--- src/sv/lru_key_value_cache_core_defines.svh ---
// ----------------------------------------------------------------------------
// LRU key-value cache assertion macros
// Shared concurrent assertion forms, clocked on clk_i and held off in reset.
// ----------------------------------------------------------------------------
`ifndef LRU_KEY_VALUE_CACHE_CORE_DEFINES_SVH
`define LRU_KEY_VALUE_CACHE_CORE_DEFINES_SVH

// A property that must hold at every clock edge outside reset.
`define LKVC_ASSERT(lbl, prop, msg) \
  lbl: assert property (@(posedge clk_i) disable iff (!rst_ni) (prop)) else $error(msg);

// A next-cycle implication: when the trigger holds, the check holds at the following edge.
`define LKVC_ASSERT_NEXT(lbl, trig, chk, msg) \
  lbl: assert property (@(posedge clk_i) disable iff (!rst_ni) (trig) |=> (chk)) \
    else $error(msg);

`endif

--- src/sv/lkvc_pkg.sv ---
// ----------------------------------------------------------------------------
// LRU key-value cache package
// Field widths, command codes and the entry type shared by the cache files.
// ----------------------------------------------------------------------------
package lkvc_pkg;

  localparam int unsigned KEY_W = 32;
  localparam int unsigned VAL_W = 32;
  localparam int unsigned CAP_W = 5;

  // Capacity after reset.
  localparam logic [CAP_W-1:0] CAP_RESET = 5'd16;

  // Command codes.
  localparam logic CMD_GET = 1'b0;
  localparam logic CMD_SET = 1'b1;

  typedef logic signed [KEY_W-1:0] key_t;
  typedef logic signed [VAL_W-1:0] val_t;

  // One cache entry as it travels along the chain.
  typedef struct packed {
    logic valid;
    key_t key;
    val_t value;
  } lkvc_entry_t;

endpackage

--- src/sv/lkvc_if.sv ---
// ----------------------------------------------------------------------------
// LRU key-value cache channels
// Valid/ready interfaces for request words and response words.
// ----------------------------------------------------------------------------
interface lkvc_in_if;
  logic                valid;
  logic                ready;
  logic                cmd;
  logic signed [31:0]  key;
  logic signed [31:0]  value;

  modport source (output valid, output cmd, output key, output value, input ready);
  modport sink   (input valid, input cmd, input key, input value, output ready);
endinterface

interface lkvc_out_if;
  logic                valid;
  logic                ready;
  logic                hit;
  logic signed [31:0]  read_value;

  modport source (output valid, output hit, output read_value, input ready);
  modport sink   (input valid, input hit, input read_value, output ready);
endinterface

--- src/sv/lru_key_value_cache_core.sv ---
// ----------------------------------------------------------------------------
// LRU key-value cache core
// Fully associative key-value store with least-recently-used replacement,
// built as a chain of cells kept in recency order.
// ----------------------------------------------------------------------------
// The cache takes one request word per clock cycle: every word is looked up,
// applied and answered at the edge that accepts it, and its response word is
// held in an output register until the sink takes it. While a response waits,
// the request side stalls; a new word is accepted in the same cycle that the
// pending response leaves. That rate comes from the chain of
// cells: all cells compare the key at once and every affected cell loads its
// neighbor in that same cycle. A get returns hit and the stored value (zero on
// a miss, and zero for every set). Entries live in recency order, cell 0 being
// the most recent, so the least recent valid entry always sits at the end of
// the valid prefix and eviction simply lets it be overwritten by the shift.
// The capacity register may be written only while the cache is idle; zero acts
// as one and values above ENTRIES act as ENTRIES. No clearing pass is needed
// after reset: valid bits and the entry count clear at once.
// ----------------------------------------------------------------------------
`include "lru_key_value_cache_core_defines.svh"

module lru_key_value_cache_core #(
  parameter int unsigned ENTRIES = 16
) (
  input  logic                         clk_i,
  input  logic                         rst_ni,
  input  logic                         cfg_we_i,
  input  logic [lkvc_pkg::CAP_W-1:0]   cfg_wdata_i,
  lkvc_in_if.sink                      in_i,
  lkvc_out_if.source                   out_o
);
  import lkvc_pkg::*;

  localparam int unsigned CNT_W = $clog2(ENTRIES + 1);
  localparam int unsigned CMP_W = (CNT_W > CAP_W) ? CNT_W : CAP_W;

  // Configuration and occupancy.
  logic [CAP_W-1:0] cap_q;
  logic [CNT_W-1:0] count_q, count_d;
  logic [CMP_W-1:0] cap_eff;

  // Chain signals.
  lkvc_entry_t      cell_entry [ENTRIES];
  lkvc_entry_t      front_entry;
  logic [ENTRIES-1:0] match;
  logic [ENTRIES-1:0] shift;
  logic [ENTRIES-1:0] valid_vec;

  logic fire;
  logic is_set;
  logic hit;
  logic evict;
  logic insert;
  val_t hit_value;

  // Output register.
  logic out_valid_q;
  logic out_hit_q;
  val_t out_rdata_q;

  // Views used by the checks at the end of the module.
  logic valid_prefix_ok;
  key_t head_key;

  assign fire       = in_i.valid && in_i.ready;
  assign in_i.ready = !out_valid_q || out_o.ready;
  assign is_set     = (in_i.cmd == CMD_SET);
  assign hit        = |match;

  // Matches are one-hot, so an OR of the gated values selects the hit entry.
  always_comb begin
    hit_value = '0;
    for (int unsigned i = 0; i < ENTRIES; i++) begin
      hit_value = hit_value | (match[i] ? cell_entry[i].value : '0);
    end
  end

  // Clamp the capacity to the range 1 .. ENTRIES.
  always_comb begin
    if (cap_q == '0) begin
      cap_eff = CMP_W'(1);
    end else if (CMP_W'(cap_q) > CMP_W'(ENTRIES)) begin
      cap_eff = CMP_W'(ENTRIES);
    end else begin
      cap_eff = CMP_W'(cap_q);
    end
  end

  assign evict  = CMP_W'(count_q) >= cap_eff;
  assign insert = fire && is_set && !hit;

  // The word that enters at the head of the chain: the requested key, with the
  // new value on a set or the current value when a get refreshes an entry.
  assign front_entry.valid = 1'b1;
  assign front_entry.key   = in_i.key;
  assign front_entry.value = is_set ? in_i.value : hit_value;

  // The head cell loads on any hit and on any set; a get miss leaves all alone.
  assign shift[0] = fire && (hit || is_set);

  for (genvar g = 0; g < ENTRIES; g++) begin : g_chain
    if (g > 0) begin : g_shift
      localparam logic [CNT_W-1:0] POS = CNT_W'(g);
      logic miss_shift;

      // On an insert, cells up to the end of the valid prefix move down; when
      // the cache is full the last valid cell is overwritten, which evicts it.
      assign miss_shift = is_set && (evict ? (POS < count_q) : (POS <= count_q));

      // On a hit, cells from the head down to the hit position move down.
      assign shift[g] = fire && (hit ? (|match[ENTRIES-1:g]) : miss_shift);
    end

    lkvc_cell u_cell (
      .clk_i        (clk_i),
      .rst_ni       (rst_ni),
      .shift_i      (shift[g]),
      .prev_i       ((g == 0) ? front_entry : cell_entry[(g == 0) ? 0 : g - 1]),
      .lookup_key_i (in_i.key),
      .entry_o      (cell_entry[g]),
      .match_o      (match[g])
    );

    assign valid_vec[g] = cell_entry[g].valid;
  end

  // The count grows only when an insert finds room.
  always_comb begin
    count_d = count_q;
    if (insert && !evict) begin
      count_d = count_q + 1'b1;
    end
  end

  always_ff @(posedge clk_i or negedge rst_ni) begin
    if (!rst_ni) begin
      cap_q   <= CAP_RESET;
      count_q <= '0;
    end else begin
      if (cfg_we_i) begin
        cap_q <= cfg_wdata_i;
      end
      count_q <= count_d;
    end
  end

  always_ff @(posedge clk_i or negedge rst_ni) begin
    if (!rst_ni) begin
      out_valid_q <= 1'b0;
    end else if (fire) begin
      out_valid_q <= 1'b1;
    end else if (out_o.ready) begin
      out_valid_q <= 1'b0;
    end
  end

  always_ff @(posedge clk_i) begin
    if (fire) begin
      out_hit_q   <= hit;
      out_rdata_q <= (!is_set && hit) ? hit_value : '0;
    end
  end

  assign out_o.valid      = out_valid_q;
  assign out_o.hit        = out_hit_q;
  assign out_o.read_value = out_rdata_q;

  // The valid cells form a prefix of the chain as long as the entry count.
  assign valid_prefix_ok = (CNT_W'($countones(valid_vec)) == count_q) &&
                           (((valid_vec + 1'b1) & valid_vec) == '0);
  assign head_key        = cell_entry[0].key;

  // A key is held by at most one valid cell.
  `LKVC_ASSERT(a_match_unique, $onehot0(match), "key present in more than one cell")
  // Valid cells form a prefix of the chain whose length is the entry count.
  `LKVC_ASSERT(a_valid_prefix, valid_prefix_ok, "valid cells do not match the entry count")
  // The count never exceeds the number of cells.
  `LKVC_ASSERT(a_count_bound, count_q <= CNT_W'(ENTRIES), "entry count above the number of cells")
  // A hit moves the looked-up key to the head of the chain.
  `LKVC_ASSERT_NEXT(a_hit_to_head, fire && hit, head_key == $past(in_i.key), "hit not at head")

endmodule

--- src/sv/lkvc_cell.sv ---
// ----------------------------------------------------------------------------
// LRU key-value cache cell
// One slot of the recency chain: holds an entry, compares it against the
// lookup key and loads its upstream neighbor when told to shift.
// ----------------------------------------------------------------------------
module lkvc_cell (
  input  logic                clk_i,
  input  logic                rst_ni,
  input  logic                shift_i,
  input  lkvc_pkg::lkvc_entry_t prev_i,
  input  lkvc_pkg::key_t      lookup_key_i,
  output lkvc_pkg::lkvc_entry_t entry_o,
  output logic                match_o
);
  import lkvc_pkg::*;

  logic valid_q;
  key_t key_q;
  val_t value_q;

  always_ff @(posedge clk_i or negedge rst_ni) begin
    if (!rst_ni) begin
      valid_q <= 1'b0;
    end else if (shift_i) begin
      valid_q <= prev_i.valid;
    end
  end

  always_ff @(posedge clk_i) begin
    if (shift_i) begin
      key_q   <= prev_i.key;
      value_q <= prev_i.value;
    end
  end

  assign entry_o.valid = valid_q;
  assign entry_o.key   = key_q;
  assign entry_o.value = value_q;
  assign match_o       = valid_q && (key_q == lookup_key_i);

endmodule

--- src/flat_wrapper.sv ---
// flat-port wrapper written by rule: the top's interface ports become plain ports
module lru_key_value_cache_core_flat import lkvc_pkg::*;
#(
  parameter int unsigned ENTRIES = 16
)
  (clk_i, rst_ni, cfg_we_i, cfg_wdata_i, in_i_valid, in_i_cmd, in_i_key, in_i_value, in_i_ready, out_o_valid, out_o_hit, out_o_read_value, out_o_ready);
  lkvc_in_if in_i_i ();
  lkvc_out_if out_o_i ();
  input  logic clk_i;
  input  logic rst_ni;
  input  logic cfg_we_i;
  input  logic [lkvc_pkg::CAP_W-1:0] cfg_wdata_i;
  input wire logic [$bits(in_i_i.valid)-1:0] in_i_valid;
  input wire logic [$bits(in_i_i.cmd)-1:0] in_i_cmd;
  input wire logic [$bits(in_i_i.key)-1:0] in_i_key;
  input wire logic [$bits(in_i_i.value)-1:0] in_i_value;
  output wire logic [$bits(in_i_i.ready)-1:0] in_i_ready;
  output wire logic [$bits(out_o_i.valid)-1:0] out_o_valid;
  output wire logic [$bits(out_o_i.hit)-1:0] out_o_hit;
  output wire logic [$bits(out_o_i.read_value)-1:0] out_o_read_value;
  input wire logic [$bits(out_o_i.ready)-1:0] out_o_ready;
  assign in_i_i.valid = in_i_valid;
  assign in_i_i.cmd = in_i_cmd;
  assign in_i_i.key = in_i_key;
  assign in_i_i.value = in_i_value;
  assign in_i_ready = in_i_i.ready;
  assign out_o_valid = out_o_i.valid;
  assign out_o_hit = out_o_i.hit;
  assign out_o_read_value = out_o_i.read_value;
  assign out_o_i.ready = out_o_ready;
  lru_key_value_cache_core #(.ENTRIES(ENTRIES)) u_core (.clk_i(clk_i), .rst_ni(rst_ni), .cfg_we_i(cfg_we_i), .cfg_wdata_i(cfg_wdata_i), .in_i(in_i_i), .out_o(out_o_i));
endmodule
--- config.mk ---
export PLATFORM = sky130hd
export DESIGN_NAME = lru_key_value_cache_core_flat
export DESIGN_NICKNAME = d
export VERILOG_FILES = /design/src/sv/lkvc_pkg.sv /design/src/sv/lkvc_if.sv /design/src/sv/lru_key_value_cache_core.sv /design/src/sv/lkvc_cell.sv /design/src/flat_wrapper.sv
export VERILOG_INCLUDE_DIRS = /design/src /design/src/sv
export SDC_FILE = /design/constraint.sdc
export NUM_CORES = 2
export LEC_CHECK = 0
export ABC_AREA = 1
export BUFFER_PORTS_ARGS = -buffer_cell sky130_fd_sc_hd__buf_2
export CAP_MARGIN = 20
export CORE_AREA = 2 2 286 288
export CTS_CLUSTER_SIZE = 10
export DETAILED_ROUTE_END_ITERATION = 12
export DIE_AREA = 0 0 288 290
export PLACE_DENSITY = 0.71
export SLEW_MARGIN = 5
export SYNTH_ARGS = -nofsm -noshare
export SYNTH_HDL_FRONTEND = slang
export SYNTH_SLANG_ARGS = --single-unit
--- constraint.sdc ---
create_clock -name clk_i -period 4.15 [get_ports clk_i]
set_clock_uncertainty 0.1 [all_clocks]
set_input_delay 0.415 -clock clk_i [delete_from_list [all_inputs] [get_ports clk_i]]
set_output_delay 0.415 -clock clk_i [all_outputs]
set_load 0.01 [all_outputs]
## After elaboration in Yosys (flattened, before gate mapping)

Cells that the tools add are included.

- Register bits: 1084
- Input port bits: 75
- Logic and storage cells: 243

- Add/subtract/negate cells: 1
- Order comparisons: 32
- Eq/ne operators: 16
- Mux-type cells: 51
- Bitwise logic cells: 15
- Reduce and logical (&&, ||, !) cells: 75

Operators with widths:

| cell | number |
|---|---|
| 2-to-1 mux 32 bit | 17 |
| equality test 32 bit | 16 |
| bitwise OR 32 bit | 15 |
| logical AND 1 bit | 52 |
| <= comparator 4 x 5 -> 1 bit, first input constant | 8 |
| < comparator 4 x 5 -> 1 bit, first input constant | 8 |
| 2-to-1 mux 1 bit | 32 |
| <= comparator 3 x 5 -> 1 bit, first input constant | 4 |
| < comparator 3 x 5 -> 1 bit, first input constant | 4 |
| OR reduction 16 bit | 1 |
| OR reduction 15 bit | 1 |
| OR reduction 14 bit | 1 |
| OR reduction 13 bit | 1 |
| OR reduction 12 bit | 1 |
| OR reduction 11 bit | 1 |
| <= comparator 2 x 5 -> 1 bit, first input constant | 2 |
| < comparator 2 x 5 -> 1 bit, first input constant | 2 |
| 2-to-1 mux 5 bit | 2 |
| OR reduction 10 bit | 1 |
| OR reduction 9 bit | 1 |
| OR reduction 8 bit | 1 |
| OR reduction 7 bit | 1 |
| OR reduction 6 bit | 1 |
| adder 5 x 1 -> 5 bit, second input constant | 1 |
| other kinds (12) | 16 |

## Logic depth before layout (Yosys ltp)

- Depth in word-level cells: 19
- Mapped depth: 22
- Depth with buffers taken out: 20

## Hierarchy

From an unflattened synthesis, not the netlist that was laid out.

- Cell total of the unflattened synthesis: 4570
- Area, all modules: 47460.5 um2

Modules (own cells, without submodules):

| module | instances | cells an instance | area each (um2) | sequential area each (um2) |
|---|---|---|---|---|
| lkvc_cell | 16 | 209 | 2553.7 | 1946.9 |
| lru_key_value_cache_core | 1 | 1226 | 6601.3 | 1267.5 |

## Least setup slack after synthesis

OpenSTA, ideal clock, no wires.

- Kind: input port to flip-flop
- From: input in_i_key[28]
- To: register u_core.g_chain[10].u_cell.key_q[0] (enable)
- Arrival time: 3.936 ns
- Setup slack: -0.304 ns
- Cell stages on the path: 13
- Cells stage by stage: buf_4 -> buf_4 -> or2_2 -> a221oi_1 -> nand2_1 -> nor2_1 -> nand2_2 -> nand4_4 -> nand2_4 -> nand2_4 -> buf_6 -> nand2_1 -> inv_1

- Longest elaborated chain between the ends: 5
- Elaborated cells on any way between the ends: 36
- Classes of those cells: eq/ne: 16; mux: 1; reduce/logical: 19

RTL lines:

| element | RTL line | RTL |
|---|---|---|
| start, declared | flat_wrapper.sv:15 | `input wire logic [$bits(in_i_i.key)-1:0] in_i_key;` |
| equality test 32 bit | lkvc_cell.sv:39 | `assign match_o = valid_q && (key_q == lookup_key_i);` |
| logical AND 1 bit | lkvc_cell.sv:39 |  |
| OR reduction 16 bit / OR reduction 6 bit (equally long branches) | lru_key_value_cache_core.sv:68, lru_key_value_cache_core.sv:111 |  |
| 2-to-1 mux 1 bit * | lru_key_value_cache_core.sv:111 | `assign shift[g] = fire && (hit ? (\|match[ENTRIES-1:g]) : miss_shift);` |
| logical AND 1 bit * | lru_key_value_cache_core.sv:111 |  |
| via u_core.g_chain[10].u_cell.shift_i | lkvc_cell.sv:9 | `input logic shift_i,` |
| end signal, assigned | lkvc_cell.sv:31 | `key_q <= prev_i.key;` |
| end, declared | lkvc_cell.sv:18 | `key_t key_q;` |

The timed path passes the listed nets; every way through them passes the cells marked *.
A chain may end at the register's enable or synchronous reset.

## Worst setup path after layout

- From: input in_i_key[5]
- To: register u_core.g_chain[10].u_cell.key_q[16] (enable)

The elaborated chain is that of the path after synthesis.

==> results.txt <==
----------------------------------------------------
[Outcome]
  Outcome ... completed

[Layout]
  Final layout net count ... 3,930
  Layout overhead on the synthesized area ... 15.2%
  Post-route non-filler standard cell count ... 4,962
  Final instance area ... 51,600 µm²
  Layout cells sized above 1 ... 0.128
  Final core area utilization ... 0.644
  Number of filler cells placed in the layout ... 5,907

[Pwr]
  P_int ... 19.7 mW
  Net switching power ... 7.03 mW
  Power, Total ... 26.8 mW
  Cell leakage power ... 18.8 nW
  Part of the power in registers ... 0.537
  PD cells ... 518 nW/µm²
  Peak supply drop ... 399 µV
  Clock power share ... 0.353
  Switch share ... 0.263
  Combinational fraction of design power ... 0.110

[Hold path]
  Hold/Removal Path Class ... in -> reg

[Die]
  Total I/O pin count ... 110
  Width of the die ... 288 µm
  Starting density of the core ... 0.559
  Die height ... 290 µm
  Area of the core region ... 80,200 µm²
  Die footprint ... 83,500 µm²
  Row count ... 104

[Yosys]
  Async SR Flop Fraction ... 0.0249
  Average size of a mapped cell ... 12.7 µm²
  Summed instance area of the synthesized netlist ... 44,800 µm²
  Top cells by area, synth ... sky130_fd_sc_hd__edfxtp_1, sky130_fd_sc_hd__nand2_1, sky130_fd_sc_hd__a22o_1, sky130_fd_sc_hd__xnor2_1, sky130_fd_sc_hd__nor2_1
  Ys flop type ... sky130_fd_sc_hd__edfxtp_1
  Fraction of post-synthesis cell area in the top cell type by area ... 0.708
  Most frequent cell after synthesis ... sky130_fd_sc_hd__edfxtp_1
  Register bit count reported by yosys ... 1,084
  Post-synth EDFFs ... 1,057
  Part of the Yosys area used for sequential elements ... 0.723
  Post-Synthesis Cells ... 3,540
  Cell accounting for the most synthesized area ... sky130_fd_sc_hd__edfxtp_1
  Synth cell types ... 56
  Top post-synthesis cells by count ... sky130_fd_sc_hd__edfxtp_1, sky130_fd_sc_hd__nand2_1, sky130_fd_sc_hd__nor2_1
  Number of warnings reported in the yosys synthesis log ... 0
  Net count of the mapped netlist ... 3,623

[STA]
  Tightest slew margin relative to the limit ... 0.470
  Count of final setup violators ... 0
  Max frequency ... 0.252 GHz
  Setup TNS Final ... 0 ns
  Worst Slack Setup Final ... 0.189 ns
  Number of max-slew violations in the final report ... 0
  Setup repair after global routing missed its margin ... no
  Worst slew pin tran ... 0.796 ns
  Hold_ws ... 0.0277 ns
  Number of hold violations in the final report ... 0
  Minimum period implied by the final worst setup slack ... 3.96 ns
  Share of the cycle needed by the critical path after routing ... 0.955

[Clock tree]
  Number of buffers created by CTS ... 120
  Clock root buffer ... sky130_fd_sc_hd__clkbuf_16
  Deepest clock path buffer count ... 3
  Worst-skew pair later-pin latency ... 0.72 ns
  Number of H-tree branching levels ... 3
  Clk sink count ... 1,084
  Clock tree from TritonCTS ... done
  Clock slew at the register clock pins of the worst setup and hold paths ... 0.06 ns

[Global routing]
  Total global routing track utilization ... 0.339
  Antenna violations before repair ... 2
  Routing layer with the top usage in global route ... met2
  Wire length of the first global-routing pass ... 203,000 µm
  Met1 GRT Util ... 0.481
  Number of global-route vias before repair ... 30,200
  Largest net degree at the start of global routing ... 61
  Congestion Overflow GR ... 0
  Met2 global-route usage ... 0.504
  Met3 usage in global routing ... 0.0735

[Placement]
  Post-Place Worst Slack ... 0.0588 ns
  Number of cells in the design after placement ... 4,731
  Cell area reported after detailed placement ... 47,800 µm²
  Routability Congestion ... 1.06
  Port-buffer cells ... 109
  Hpwl dp ... 94,600 µm

[Worst setup path]
  CP Data Required Time ... 4.46 ns
  Crit path capture type ... flop
  Category of the worst setup path launch point ... input pin
  Slowest CP cell ... sky130_fd_sc_hd__dlygate4sd3_1
  Maximum net fanout on the critical path ... 22
  Longest individual stage delay on the worst path ... 0.52 ns
  Data arrival time of the critical path ... 4.27 ns
  Series of cell instances along the critical path ... dlygate4sd3_1 -> buf_2 -> inv_2 -> o21ai_0 -> nor2_1 -> nand4_1 -> nor2_1 -> nand3_1 -> nand4_1 -> nor2_2 -> nand4_2 -> nor2_4 -> nand4_4 -> nand2_4 -> nand2_4 -> nand2_1 -> clkinvlp_4 -> buf_12
  Worst setup path category ... in -> reg

[Routing]
  Vias after detailed routing ... 31,200
  Violation count after the first detailed-route iteration ... 5,016
  Iteration count of the initial detailed-routing pass ... 7
  Number of antenna-violating nets in the routed design ... 0
  Vias per cell ... 6.28
  Detailed-route wire length ... 142,000 µm
  DRC errors left ... 0
  Post-detailed-route wirelength per cell ... 28.6 µm

[Run]
  Number of violations of the max-capacitance limit ... 0

----------------------------------------------------
==> critical path: cells and delay by family <==
family,cells,cell delay (ns)
and+or+nand+nor,12,2.12
AOI/OAI and AO/OA,1,0.24
buffers and inverters,5,1.46
==> layer usage <==
layer / wire (µm) / share of wire
met1: 53500 / 0.38
met2: 62900 / 0.44
met3: 18300 / 0.13
met4: 7090 / 0.050
met5: 0 / 0
==> cell families (layout without fill, tap and decap cells) <==
logic type      Yosys count  in the layout  synth area share
compound gates          451            451            0.0674
xor+xnor                154            154            0.0301
other cells               0              1                 0
flops                  1084           1084             0.723
fa+ha+maj                 8              8           0.00223
buf+inv                 398            759            0.0404
mux                       1              1          0.000251
simple gates           1444           1444             0.136
==> cell usage in the layout, fill, tap and decap left out, types with 48 or more instances in the layout <==
master | Yosys | layout
sky130_fd_sc_hd__dlygate4sd3_1 | 0 | 54
sky130_fd_sc_hd__clkbuf_16 | 0 | 120
sky130_fd_sc_hd__buf_2 | 39 | 109
sky130_fd_sc_hd__nor2_1 | 246 | 243
sky130_fd_sc_hd__nand3_1 | 133 | 133
sky130_fd_sc_hd__nand2_1 | 874 | 874
sky130_fd_sc_hd__o22ai_1 | 61 | 61
sky130_fd_sc_hd__edfxtp_1 | 1057 | 1057
sky130_fd_sc_hd__buf_12 | 0 | 48
sky130_fd_sc_hd__nand4_1 | 99 | 99
sky130_fd_sc_hd__buf_4 | 33 | 119
sky130_fd_sc_hd__inv_1 | 226 | 209
sky130_fd_sc_hd__a22o_1 | 127 | 127
sky130_fd_sc_hd__o21ai_0 | 172 | 171
sky130_fd_sc_hd__xnor2_1 | 117 | 117
==> power by group through the flow <==
stage	Clock (mW)	Sequential (mW)	Combinational (mW)
2_1_floorplan	0	14.2	1.55
3_3_place_gp	0	14.5	2.79
3_5_place_dp	0	14.5	2.80
4_1_cts	9.50	14.3	2.86
5_1_grt	9.92	14.4	3.12
6_report	9.46	14.4	2.93
==> state kept, by name, indices dropped and copies added, names as in the netlist <==
register,cells
u_core.g_chain.u_cell.key_q,512
u_core.out_o.valid,1
u_core.count_q,5
u_core.out_o.read_value,32
u_core.out_o.hit,1
u_core.g_chain.u_cell.valid_q,16
u_core.cap_q,5
u_core.g_chain.u_cell.value_q,512
==> what timing repair did <==
| action | 4_1_cts | 5_1_grt |
|---|---|---|
| setup buffers | 0 | 0 |
| hold buffers | 54 | 0 |
| endpoints found under the hold margin | 69 | 0 |
| setup endpoints to repair | 0 | 14 |
| gates resized for setup | 0 | 2 |
==> path summary, 6_finish.rpt <==
kind / from / to / slack (ns) / cells after the start
max reg2reg: u_core.g_chain[14].u_cell.key_q[20] / u_core.g_chain[10].u_cell.key_q[16] / 0.19 / 18
max in group asynchronous: rst_ni / u_core.count_q[2] / 3.14 / 2
min: in_i_value[18] / u_core.g_chain[0].u_cell.value_q[18] / 0.03 / 3
max: in_i_key[5] / u_core.g_chain[10].u_cell.key_q[16] / 0.19 / 18
min reg2reg: u_core.g_chain[12].u_cell.key_q[27] / u_core.g_chain[13].u_cell.key_q[27] / 0.33 / 0
min in group asynchronous: rst_ni / u_core.g_chain[15].u_cell.valid_q / 0.25 / 2
==> layout make-up <==
class	count	area, µm²	area share
inverter	253	976	0.0189
sequential	1084	32400	0.628
multi-input combinational	2058	10600	0.206
timing repair buffer	330	2940	0.0569
antenna	1	2.50	0.0000484
tap	1060	1330	0.0257
clock buffer	164	3180	0.0615
clock inverter	12	170	0.00329
(Power assumes the default switching activity.)
